<file path="src/rtl/core/macdxs_pkg.sv">
// ----------------------------------------------------------------------------
// macdxs_pkg
// Types and constants of the MACD crossover signal block: transaction
// payloads, register map and datapath widths.
// ----------------------------------------------------------------------------
package macdxs_pkg;

   localparam int PRICE_W   = 32;
   localparam int GAIN_W    = 16;
   localparam int LIMIT_W   = 8;
   localparam int OUT_W     = 48;
   localparam int FRAC_BITS = 16;
   localparam int PX_W      = PRICE_W + 1;          // signal EMA, DIF and DEA values
   localparam int MC_W      = PX_W + 1;             // multiplicand of a serial product
   localparam int ACC_W     = MC_W + GAIN_W;        // product accumulator
   localparam int MUL_STEPS = GAIN_W;
   localparam int CNT_W     = $clog2(MUL_STEPS);

   localparam int CSR_ADDR_W = 5;
   localparam int CSR_DATA_W = 32;
   localparam int REG_IDX_W  = 3;

   localparam logic [REG_IDX_W-1:0] REG_FAST_GAIN      = 3'd0;
   localparam logic [REG_IDX_W-1:0] REG_SLOW_GAIN      = 3'd1;
   localparam logic [REG_IDX_W-1:0] REG_SIGNAL_GAIN    = 3'd2;
   localparam logic [REG_IDX_W-1:0] REG_BUY_THRESHOLD  = 3'd3;
   localparam logic [REG_IDX_W-1:0] REG_SELL_THRESHOLD = 3'd4;
   localparam logic [REG_IDX_W-1:0] REG_HOLD_LIMIT     = 3'd5;
   localparam logic [REG_IDX_W-1:0] REG_MARKET_FILTER  = 3'd6;

   localparam logic [GAIN_W-1:0] FAST_GAIN_RESET   = 16'd10082;
   localparam logic [GAIN_W-1:0] SLOW_GAIN_RESET   = 16'd4855;
   localparam logic [GAIN_W-1:0] SIGNAL_GAIN_RESET = 16'd13107;

   localparam logic signed [ACC_W-1:0] ROUND_HALF = 50'sd32768;

   typedef struct packed {
      logic [PRICE_W-1:0] close_price;
      logic               market_above;
      logic               series_start;
      logic               series_last;
   } req_payload_type;

   typedef struct packed {
      logic signed [OUT_W-1:0] dif_value;
      logic signed [OUT_W-1:0] dea_value;
      logic                    buy_now;
      logic                    sell_now;
      logic                    sell_by_limit;
   } rsp_payload_type;

endpackage

</file>
<file path="src/rtl/core/macd_crossover_signal.sv">
// ----------------------------------------------------------------------------
// macd_crossover_signal
// MACD (fast/slow EMA, signal EMA) crossover detector with threshold tests,
// market filter and hold limit, one result transaction per close price.
// ----------------------------------------------------------------------------
// One transaction carries one period close. The first period of a series
// (series_start, or the first transaction after reset) goes from acceptance
// straight to the result load; every other period runs two shift-add
// multipliers that consume the 16-bit gain or threshold one bit per cycle:
// one pass for the fast and slow EMA products, then one pass for the signal
// EMA product and the threshold product; the update steps S_UPD, S_DIF and
// S_SETUP lie between the passes, S_FIN and S_DONE after them. The result
// sits in an output register, so the next transaction is accepted while a
// result still waits on rsp_ready. Registers lie at byte address 4*index on
// the APB port and read back their value.
// ----------------------------------------------------------------------------
module macd_crossover_signal
   import macdxs_pkg::*;
#(
   parameter int HOLD_COUNT_BITS = 8
) (
   input  logic                  clock,
   input  logic                  reset,
   input  logic                  req_valid,
   output logic                  req_ready,
   input  req_payload_type       req_data,
   output logic                  rsp_valid,
   input  logic                  rsp_ready,
   output rsp_payload_type       rsp_data,
   input  logic                  csr_psel,
   input  logic                  csr_penable,
   input  logic                  csr_pwrite,
   input  logic [CSR_ADDR_W-1:0] csr_paddr,
   input  logic [CSR_DATA_W-1:0] csr_pwdata,
   output logic [CSR_DATA_W-1:0] csr_prdata,
   output logic                  csr_pready
);

   localparam int CMP_W = (HOLD_COUNT_BITS > LIMIT_W) ? HOLD_COUNT_BITS : LIMIT_W;
   localparam logic [HOLD_COUNT_BITS-1:0] HOLD_MAX = {HOLD_COUNT_BITS{1'b1}};
   localparam logic [CNT_W-1:0] CNT_LAST = CNT_W'(MUL_STEPS - 1);

   localparam logic [2:0] S_IDLE  = 3'd0;
   localparam logic [2:0] S_EMA   = 3'd1;
   localparam logic [2:0] S_UPD   = 3'd2;
   localparam logic [2:0] S_DIF   = 3'd3;
   localparam logic [2:0] S_SETUP = 3'd4;
   localparam logic [2:0] S_SIG   = 3'd5;
   localparam logic [2:0] S_FIN   = 3'd6;
   localparam logic [2:0] S_DONE  = 3'd7;

   localparam logic [1:0] PH_EMPTY  = 2'd0;
   localparam logic [1:0] PH_SECOND = 2'd1;
   localparam logic [1:0] PH_RUN    = 2'd2;

   // configuration
   logic [GAIN_W-1:0]         fast_gain_ff, slow_gain_ff, signal_gain_ff;
   logic signed [GAIN_W-1:0]  buy_thr_ff, sell_thr_ff;
   logic [LIMIT_W-1:0]        hold_limit_ff;
   logic                      mkt_filter_ff;
   logic                      csr_wr;
   logic [REG_IDX_W-1:0]      csr_idx;

   // control and state
   logic [2:0]                state_ff, state_in;
   logic [1:0]                phase_ff, phase_in;
   logic                      in_pos_ff, in_pos_in;
   logic [HOLD_COUNT_BITS-1:0] hold_ff, hold_in;
   logic                      rsp_valid_ff, rsp_valid_in;
   logic [CNT_W-1:0]          cnt_ff, cnt_in;

   // datapath
   logic [PRICE_W-1:0]        close_ff, close_in;
   logic                      mkt_ff, mkt_in;
   logic                      last_ff, last_in;
   logic                      first_ff, first_in;
   logic [PRICE_W-1:0]        fast_ff, fast_in, slow_ff, slow_in;
   logic signed [PX_W-1:0]    signal_ff, signal_in;
   logic signed [PX_W-1:0]    prev_dif_ff, prev_dif_in, prev_dea_ff, prev_dea_in;
   logic signed [PX_W-1:0]    dif_ff, dif_in, dea_ff, dea_in;
   logic                      lvl_lt_ff, lvl_lt_in, lvl_gt_ff, lvl_gt_in;
   logic signed [ACC_W-1:0]   acc_a_ff, acc_a_in, acc_b_ff, acc_b_in;
   logic signed [MC_W-1:0]    mcand_a_ff, mcand_a_in, mcand_b_ff, mcand_b_in;
   logic [GAIN_W-1:0]         mplier_a_ff, mplier_a_in, mplier_b_ff, mplier_b_in;
   logic                      neg_b_ff, neg_b_in;
   rsp_payload_type           rsp_ff, rsp_in;

   function automatic logic signed [MC_W-1:0] round_q16(input logic signed [ACC_W-1:0] p);
      logic signed [ACC_W-1:0] q;
      q = p + ROUND_HALF;
      return q[ACC_W-1:FRAC_BITS];
   endfunction

   assign csr_pready = 1'b1;
   assign csr_wr     = csr_psel && csr_penable && csr_pwrite;
   assign csr_idx    = csr_paddr[CSR_ADDR_W-1:2];

   always_comb begin
      unique case (csr_idx)
         REG_FAST_GAIN:      csr_prdata = CSR_DATA_W'(fast_gain_ff);
         REG_SLOW_GAIN:      csr_prdata = CSR_DATA_W'(slow_gain_ff);
         REG_SIGNAL_GAIN:    csr_prdata = CSR_DATA_W'(signal_gain_ff);
         REG_BUY_THRESHOLD:  csr_prdata = CSR_DATA_W'(unsigned'(buy_thr_ff));
         REG_SELL_THRESHOLD: csr_prdata = CSR_DATA_W'(unsigned'(sell_thr_ff));
         REG_HOLD_LIMIT:     csr_prdata = CSR_DATA_W'(hold_limit_ff);
         REG_MARKET_FILTER:  csr_prdata = CSR_DATA_W'(mkt_filter_ff);
         default:            csr_prdata = '0;
      endcase
   end

   always_ff @(posedge clock) begin
      if (reset) begin
         fast_gain_ff   <= FAST_GAIN_RESET;
         slow_gain_ff   <= SLOW_GAIN_RESET;
         signal_gain_ff <= SIGNAL_GAIN_RESET;
         buy_thr_ff     <= '0;
         sell_thr_ff    <= '0;
         hold_limit_ff  <= '0;
         mkt_filter_ff  <= 1'b0;
      end else if (csr_wr) begin
         unique case (csr_idx)
            REG_FAST_GAIN:      fast_gain_ff   <= csr_pwdata[GAIN_W-1:0];
            REG_SLOW_GAIN:      slow_gain_ff   <= csr_pwdata[GAIN_W-1:0];
            REG_SIGNAL_GAIN:    signal_gain_ff <= csr_pwdata[GAIN_W-1:0];
            REG_BUY_THRESHOLD:  buy_thr_ff     <= signed'(csr_pwdata[GAIN_W-1:0]);
            REG_SELL_THRESHOLD: sell_thr_ff    <= signed'(csr_pwdata[GAIN_W-1:0]);
            REG_HOLD_LIMIT:     hold_limit_ff  <= csr_pwdata[LIMIT_W-1:0];
            REG_MARKET_FILTER:  mkt_filter_ff  <= csr_pwdata[0];
            default:            ;
         endcase
      end
   end

   assign req_ready = (state_ff == S_IDLE);
   assign rsp_valid = rsp_valid_ff;
   assign rsp_data  = rsp_ff;

   always_comb begin
      logic signed [ACC_W-1:0] add_a, add_b, shl_a, shl_b;
      logic signed [ACC_W-1:0] lhs;
      logic signed [MC_W-1:0]  sum;
      logic                    cross_buy, cross_sell, forced, buy, sell, active;
      logic [CMP_W-1:0]        hold_ext, limit_ext;
      logic [HOLD_COUNT_BITS-1:0] hold_next;
      logic                    pos_next;

      state_in     = state_ff;
      phase_in     = phase_ff;
      in_pos_in    = in_pos_ff;
      hold_in      = hold_ff;
      rsp_valid_in = rsp_valid_ff && !rsp_ready;
      cnt_in       = cnt_ff;
      close_in     = close_ff;
      mkt_in       = mkt_ff;
      last_in      = last_ff;
      first_in     = first_ff;
      fast_in      = fast_ff;
      slow_in      = slow_ff;
      signal_in    = signal_ff;
      prev_dif_in  = prev_dif_ff;
      prev_dea_in  = prev_dea_ff;
      dif_in       = dif_ff;
      dea_in       = dea_ff;
      lvl_lt_in    = lvl_lt_ff;
      lvl_gt_in    = lvl_gt_ff;
      acc_a_in     = acc_a_ff;
      acc_b_in     = acc_b_ff;
      mcand_a_in   = mcand_a_ff;
      mcand_b_in   = mcand_b_ff;
      mplier_a_in  = mplier_a_ff;
      mplier_b_in  = mplier_b_ff;
      neg_b_in     = neg_b_ff;
      rsp_in       = rsp_ff;

      // one multiplier bit per cycle, most significant first
      add_a = mplier_a_ff[GAIN_W-1] ? ACC_W'(mcand_a_ff) : '0;
      add_b = mplier_b_ff[GAIN_W-1] ? ACC_W'(mcand_b_ff) : '0;
      shl_a = acc_a_ff <<< 1;
      shl_b = acc_b_ff <<< 1;
      lhs   = ACC_W'(dif_ff) <<< FRAC_BITS;
      sum   = '0;

      cross_buy  = (prev_dif_ff <= prev_dea_ff) && (dif_ff > dea_ff);
      cross_sell = (prev_dif_ff >= prev_dea_ff) && (dif_ff < dea_ff);
      hold_ext   = CMP_W'(hold_ff);
      limit_ext  = CMP_W'(hold_limit_ff);
      active     = !first_ff && !last_ff;
      forced     = (hold_limit_ff != '0) && (hold_ext >= limit_ext);
      buy        = active && !in_pos_ff && cross_buy && lvl_lt_ff && (!mkt_filter_ff || mkt_ff);
      sell       = active && in_pos_ff && ((cross_sell && lvl_gt_ff) || forced);
      pos_next   = buy ? 1'b1 : (sell ? 1'b0 : in_pos_ff);
      hold_next  = (buy || sell) ? '0 : hold_ff;
      if (pos_next && !buy && (hold_next != HOLD_MAX)) begin
         hold_next = hold_next + HOLD_COUNT_BITS'(1);
      end

      unique case (state_ff)
         S_IDLE: begin
            if (req_valid) begin
               close_in    = req_data.close_price;
               mkt_in      = req_data.market_above;
               last_in     = req_data.series_last;
               first_in    = req_data.series_start || (phase_ff == PH_EMPTY);
               mcand_a_in  = MC_W'({1'b0, req_data.close_price}) - MC_W'({1'b0, fast_ff});
               mcand_b_in  = MC_W'({1'b0, req_data.close_price}) - MC_W'({1'b0, slow_ff});
               mplier_a_in = fast_gain_ff;
               mplier_b_in = slow_gain_ff;
               neg_b_in    = 1'b0;
               acc_a_in    = '0;
               acc_b_in    = '0;
               cnt_in      = '0;
               state_in    = (req_data.series_start || (phase_ff == PH_EMPTY)) ?
                             S_DONE : S_EMA;
            end
         end
         S_EMA, S_SIG: begin
            acc_a_in    = shl_a + add_a;
            acc_b_in    = (neg_b_ff && (cnt_ff == '0)) ? (shl_b - add_b) : (shl_b + add_b);
            mplier_a_in = mplier_a_ff << 1;
            mplier_b_in = mplier_b_ff << 1;
            cnt_in      = cnt_ff + CNT_W'(1);
            if (cnt_ff == CNT_LAST) begin
               state_in = (state_ff == S_EMA) ? S_UPD : S_FIN;
            end
         end
         S_UPD: begin
            sum      = MC_W'({1'b0, fast_ff}) + round_q16(acc_a_ff);
            fast_in  = sum[PRICE_W-1:0];
            sum      = MC_W'({1'b0, slow_ff}) + round_q16(acc_b_ff);
            slow_in  = sum[PRICE_W-1:0];
            state_in = S_DIF;
         end
         S_DIF: begin
            dif_in   = PX_W'({1'b0, fast_ff}) - PX_W'({1'b0, slow_ff});
            state_in = S_SETUP;
         end
         S_SETUP: begin
            mcand_a_in  = MC_W'(dif_ff) - MC_W'(signal_ff);
            mcand_b_in  = MC_W'({1'b0, close_ff});
            mplier_a_in = signal_gain_ff;
            mplier_b_in = in_pos_ff ? unsigned'(sell_thr_ff) : unsigned'(buy_thr_ff);
            neg_b_in    = 1'b1;
            acc_a_in    = '0;
            acc_b_in    = '0;
            cnt_in      = '0;
            state_in    = S_SIG;
         end
         S_FIN: begin
            sum       = MC_W'(signal_ff) + round_q16(acc_a_ff);
            dea_in    = (phase_ff == PH_SECOND) ? dif_ff : sum[PX_W-1:0];
            lvl_lt_in = lhs < acc_b_ff;
            lvl_gt_in = lhs > acc_b_ff;
            state_in  = S_DONE;
         end
         S_DONE: begin
            if (!rsp_valid_ff || rsp_ready) begin
               rsp_valid_in = 1'b1;
               state_in     = S_IDLE;
               if (first_ff) begin
                  fast_in     = close_ff;
                  slow_in     = close_ff;
                  signal_in   = '0;
                  prev_dif_in = '0;
                  prev_dea_in = '0;
                  phase_in    = PH_SECOND;
                  in_pos_in   = 1'b0;
                  hold_in     = '0;
                  rsp_in      = '0;
               end else begin
                  signal_in            = dea_ff;
                  prev_dif_in          = dif_ff;
                  prev_dea_in          = dea_ff;
                  phase_in             = PH_RUN;
                  in_pos_in            = pos_next;
                  hold_in              = hold_next;
                  rsp_in.dif_value     = OUT_W'(dif_ff);
                  rsp_in.dea_value     = OUT_W'(dea_ff);
                  rsp_in.buy_now       = buy;
                  rsp_in.sell_now      = sell;
                  rsp_in.sell_by_limit = sell && forced;
               end
            end
         end
         default: state_in = S_IDLE;
      endcase
   end

   always_ff @(posedge clock) begin
      if (reset) begin
         state_ff     <= S_IDLE;
         phase_ff     <= PH_EMPTY;
         in_pos_ff    <= 1'b0;
         hold_ff      <= '0;
         rsp_valid_ff <= 1'b0;
         cnt_ff       <= '0;
      end else begin
         state_ff     <= state_in;
         phase_ff     <= phase_in;
         in_pos_ff    <= in_pos_in;
         hold_ff      <= hold_in;
         rsp_valid_ff <= rsp_valid_in;
         cnt_ff       <= cnt_in;
      end
   end

   always_ff @(posedge clock) begin
      close_ff    <= close_in;
      mkt_ff      <= mkt_in;
      last_ff     <= last_in;
      first_ff    <= first_in;
      fast_ff     <= fast_in;
      slow_ff     <= slow_in;
      signal_ff   <= signal_in;
      prev_dif_ff <= prev_dif_in;
      prev_dea_ff <= prev_dea_in;
      dif_ff      <= dif_in;
      dea_ff      <= dea_in;
      lvl_lt_ff   <= lvl_lt_in;
      lvl_gt_ff   <= lvl_gt_in;
      acc_a_ff    <= acc_a_in;
      acc_b_ff    <= acc_b_in;
      mcand_a_ff  <= mcand_a_in;
      mcand_b_ff  <= mcand_b_in;
      mplier_a_ff <= mplier_a_in;
      mplier_b_ff <= mplier_b_in;
      neg_b_ff    <= neg_b_in;
      rsp_ff      <= rsp_in;
   end

   a_buy_sell_exclusive: assert property (@(posedge clock) disable iff (reset)
      rsp_valid |-> !(rsp_data.buy_now && rsp_data.sell_now))
      else $error("buy and sell in one transaction");

   a_limit_implies_sell: assert property (@(posedge clock) disable iff (reset)
      rsp_valid && rsp_data.sell_by_limit |-> rsp_data.sell_now)
      else $error("limit exit without sell");

   a_buy_on_cross: assert property (@(posedge clock) disable iff (reset)
      rsp_valid && rsp_data.buy_now |-> rsp_data.dif_value > rsp_data.dea_value)
      else $error("buy without DIF above DEA");

   a_hold_stable: assert property (@(posedge clock) disable iff (reset)
      (state_ff != S_DONE) |=> $stable(hold_ff) && $stable(in_pos_ff))
      else $error("position state changed outside result load");

endmodule

</file>
<file path="config.mk">
export PLATFORM = sky130hd
export DESIGN_NAME = macd_crossover_signal
export DESIGN_NICKNAME = d
export VERILOG_FILES = /design/src/rtl/core/macdxs_pkg.sv /design/src/rtl/core/macd_crossover_signal.sv
export SDC_FILE = /design/constraint.sdc
export NUM_CORES = 2
export LEC_CHECK = 0
export BUFFER_PORTS_ARGS = -buffer_cell sky130_fd_sc_hd__buf_4
export CAP_MARGIN = 20
export CORE_UTILIZATION = 64
export CTS_CLUSTER_SIZE = 16
export DETAILED_ROUTE_END_ITERATION = 16
export PLACE_DENSITY = 0.94
export SLEW_MARGIN = 20
export SYNTH_ARGS = -nofsm -noshare
export SYNTH_HDL_FRONTEND = slang
export SYNTH_SLANG_ARGS = --single-unit
</file>
<file path="constraint.sdc">
create_clock -name clock -period 5.3 [get_ports clock]
set_input_delay 0.265 -clock clock [delete_from_list [all_inputs] [get_ports clock]]
set_output_delay 0.265 -clock clock [all_outputs]
set_load 0.01 [all_outputs]
</file>
==> summary.md <==
| Metric | Value |
|---|---|
| CTS Root Cell | `clkbuf_16` |
| Clock transition at the registers of the reported paths | `0.07 ns` |
| Register area | `15200 sq um` |
| Adder-cell share of the synthesized area | `0.142` |
| Worst-Margin Slew | `1.07 ns` |
| Most frequent cells in the layout | `nand2_1 (532), ha_1 (480), a21oi_1 (455)` |
| R2r startpoint | `acc_a_ff[17]$_SDFFCE_PP0P_` |
| R2r worst-path depth | `19` |
| Starting Density | `0.649` |
| Max-Cap Viols | `0` |
| Reg2Reg Setup Slack | `0.33 ns` |
| Antenna-violating nets left | `0` |
| Endpoints failing setup | `0` |
| Hold path depth | `2` |
| Max-Slew Margin vs Limit | `0.289` |
| Core ar. | `67300 sq um` |
| Gr ovfl total | `0` |
| Multiplexer area fraction after synthesis | `0.0153` |
| Routed via count | `40400` |
| Area growth, synth to finish | `10.3%` |
| Seq/Total Area, Yosys | `0.349` |
| Clk_skew | `0.0193 ns` |
| Critical R2R Capture | `dea_ff[32]$_DFFE_PP_` |
| Worst skew pair latency | `0.65 ns` |
| # DRC | `0` |
| Final slew viol count | `0` |
| Post-Syn Instances | `4995` |
| H-tree Lvls | `2` |
| Post-Synth XOR/XNOR Area | `0.0668` |
| Most common cell after layout, fill and taps aside | `nand2_1` |
| FMAX | `0.201 GHz` |
| Fillers | `4593` |
| Total track usage | `0.379` |
| Minimum clock period after layout | `4.97 ns` |
| Final hold slack | `0.259 ns` |
| Die Height | `263 um` |
| Hold Path End | `cnt_ff[0]$_SDFFE_PP0P_` |
| Main synth FF type | `edfxtp_1` |
| Critical path type | `reg -> reg` |
| Status | `complete, no violations` |
| Top cell type by total area after synthesis | `edfxtp_1` |
| Pre-antenna DRT Iters | `7` |
| Synthesized area per cell | `8.74 sq um` |
| RSZ-0062 raised after global routing | `no` |
| Yosys warning count | `0` |
| Sum Neg Setup Slack | `0 ns` |
| IR drop worst, VDD | `0.530 mV` |
| CP Capture Type | `register` |
| Cell Area, Synth | `43600 sq um` |
| Power Density | `584 nW/um^2` |
| Maximum clock path buffer count | `3` |
| TritonCTS buffer count | `58` |
| Critical path peak fanout | `5` |
| First-pass GRT wire length | `209000 um` |
| Final GP Congestion | `1.03` |
| Num rows | `95` |
| Vias per cell | `6.68` |
| Synth top area cells | `edfxtp_1 (30%), ha_1 (14%), a21oi_1 (5.2%)` |
| Die area | `69200 sq um` |
| Netlist cell types | `96` |
| Data required, critical path | `5.68 ns` |
| Final period util | `0.938` |
| Layout cells sized above 1 | `0.0735` |
| Largest net degree at the start of global routing | `106` |
| Clk sinks | `543` |
| CTS tree | `done` |
| Yosys reg bits | `543` |
| Synth top area share | `0.299` |
| CP Data Arrival Time | `5.35 ns` |
| Hold path startpoint | `reset` |
| IO buf count | `177` |
| Post-synthesis simple-gate area fraction | `0.170` |
| Initial drt markers | `5195` |
| Total Wirelength | `136000 um` |
| FFs w/ async S/R, synth | `0` |
| Multi-input gate area | `26200 sq um` |
| Leak | `20.8 nW` |
| Largest family of logic cells by synthesized area | `compound AO/OA/AOI/OAI gates` |
| Vias in the first global route | `38300` |
| Hold Crit Class | `in -> reg` |
| Final #Nets | `5692` |
| Avg WL per Cell | `22.5 um` |
| Num ports | `213` |
| Final hold violation count | `0` |
| DP HPWL | `96100 um` |
| Initial antenna violation count | `6` |
| Compound-Gate Fraction of Synth Area | `0.204` |
| Worst Setup Start Kind | `register` |
| Post-synth EDFFs | `435` |
| Chip Width | `263 um` |
## Yosys cell counts, types with 57 or more instances
master / number
and2_1: 61
clkbuf_1: 144
nor2b_1: 95
a21oi_1: 455
ha_1: 480
nand2_1: 533
xor2_1: 121
a21o_1: 199
nand2b_1: 57
nand4_1: 63
nand3_1: 106
nor3_1: 83
inv_1: 338
xnor2_1: 212
nor2_1: 434
o21ai_0: 261
dfxtp_1: 108
edfxtp_1: 435
## per-stage QoR
stage / util / cell area [sq um] / instances / setup WS [ns] / power (W)
after floorplan: - / 43700 / 5010 / 1.12 / 0.0190
after global placement: 0.676 / 45500 / 5879 / 0.583 / 0.0222
after detailed placement: 0.676 / 45500 / 5879 / 0.313 / 0.0228
after CTS: 0.714 / 48000 / 6042 / 0.279 / 0.0275
after global routing: 0.715 / 48100 / 6046 / 0.0604 / 0.0297
final: 0.715 / 48100 / 6051 / 0.330 / 0.0281
## worst max-delay path, cell delays in order, from the launching register on
cell and delay [ns]:
edfxtp_1 0.44, and3_1 0.23, and3_1 0.21, and2_1 0.21, nor2b_1 0.27, nor2b_1 0.19, buf_4 0.17, nand2_1 0.07
xnor2_1 0.34, ha_1 0.36, nand3_1 0.15, nor3_1 0.07, a21oi_1 0.27, o311ai_0 0.27, a31o_2 0.32, a21o_1 0.18
a21oi_1 0.43, o31ai_1 0.20, xnor2_1 0.24, o21ai_1 0.08
## cell families (layout without fill, tap and decap cells)
kind of cell | count (synthesis) | after routing
and+or+nand+nor | 1594 | 1594
muxes | 64 | 64
buffers and inverters | 564 | 727
AOI/OAI and AO/OA | 1405 | 1405
DFF | 543 | 543
xor gates and xnor gates | 333 | 333
other | 2 | 22
adders and majority gates | 490 | 490
## power breakdown
| part | internal [W] | switching (W) |
|---|---|---|
| clock network | 0.00256 | 0.00192 |
| logic | 0.00626 | 0.00974 |
| registers | 0.00655 | 0.00106 |
## worst max-delay path by stage
stage | to | start | slack, ns
global placement | dea_ff[31]$_DFFE_PP_ | acc_a_ff[17]$_SDFFCE_PP0P_ | 0.58
floorplan | slow_ff[28]$_DFFE_PP_ | acc_b_ff[22]$_SDFFCE_PP0P_ | 1.12
global route | slow_ff[29]$_DFFE_PP_ | acc_b_ff[22]$_SDFFCE_PP0P_ | 0.06
detailed placement | slow_ff[29]$_DFFE_PP_ | acc_b_ff[22]$_SDFFCE_PP0P_ | 0.31
CTS | slow_ff[29]$_DFFE_PP_ | acc_b_ff[22]$_SDFFCE_PP0P_ | 0.28
finish | dea_ff[32]$_DFFE_PP_ | acc_a_ff[17]$_SDFFCE_PP0P_ | 0.33
## registers in the layout, indices dropped and copies added (netlist names), 8 cells and up
register,cells
hold_limit_ff,8
slow_gain_ff,16
mplier_a_ff,16
dea_ff,33
rsp_data,69
mcand_a_ff,34
mcand_b_ff,33
acc_a_ff,49
close_ff,32
hold_ff,8
acc_b_ff,50
mplier_b_ff,16
sell_thr_ff,16
buy_thr_ff,16
fast_gain_ff,16
dif_ff,33
signal_gain_ff,16
fast_ff,32
slow_ff,32
## timing repair
item	CTS	global route
buffers inserted	0	2
resized for setup	0	3
endpoints found under the hold margin	125	0
hold buffers	53	0
setup endpoints to repair	0	3
## layout make-up
cell class              instances  share of cell area
repair buffers                277              0.0468
multi-input cells            3903               0.545
well taps                     873              0.0227
diodes                          5            0.000260
clock buffers                  70              0.0326
clock inverters                40             0.00965
inverters                     340              0.0266
flip-flops and latches        543               0.316
## metal layers
| metal | vias to the layer above | global-route usage | part of all wire |
|---|---|---|---|
| li1 | 18200 | - | - |
| met1 | 18700 | 0.474 | 0.36 |
| met2 | 2810 | 0.599 | 0.44 |
| met3 | 685 | 0.0734 | 0.12 |
| met4 | 4 | 0.248 | 0.075 |
| met5 | - | 0 | 0.00018 |
(Power assumes the default switching activity.)
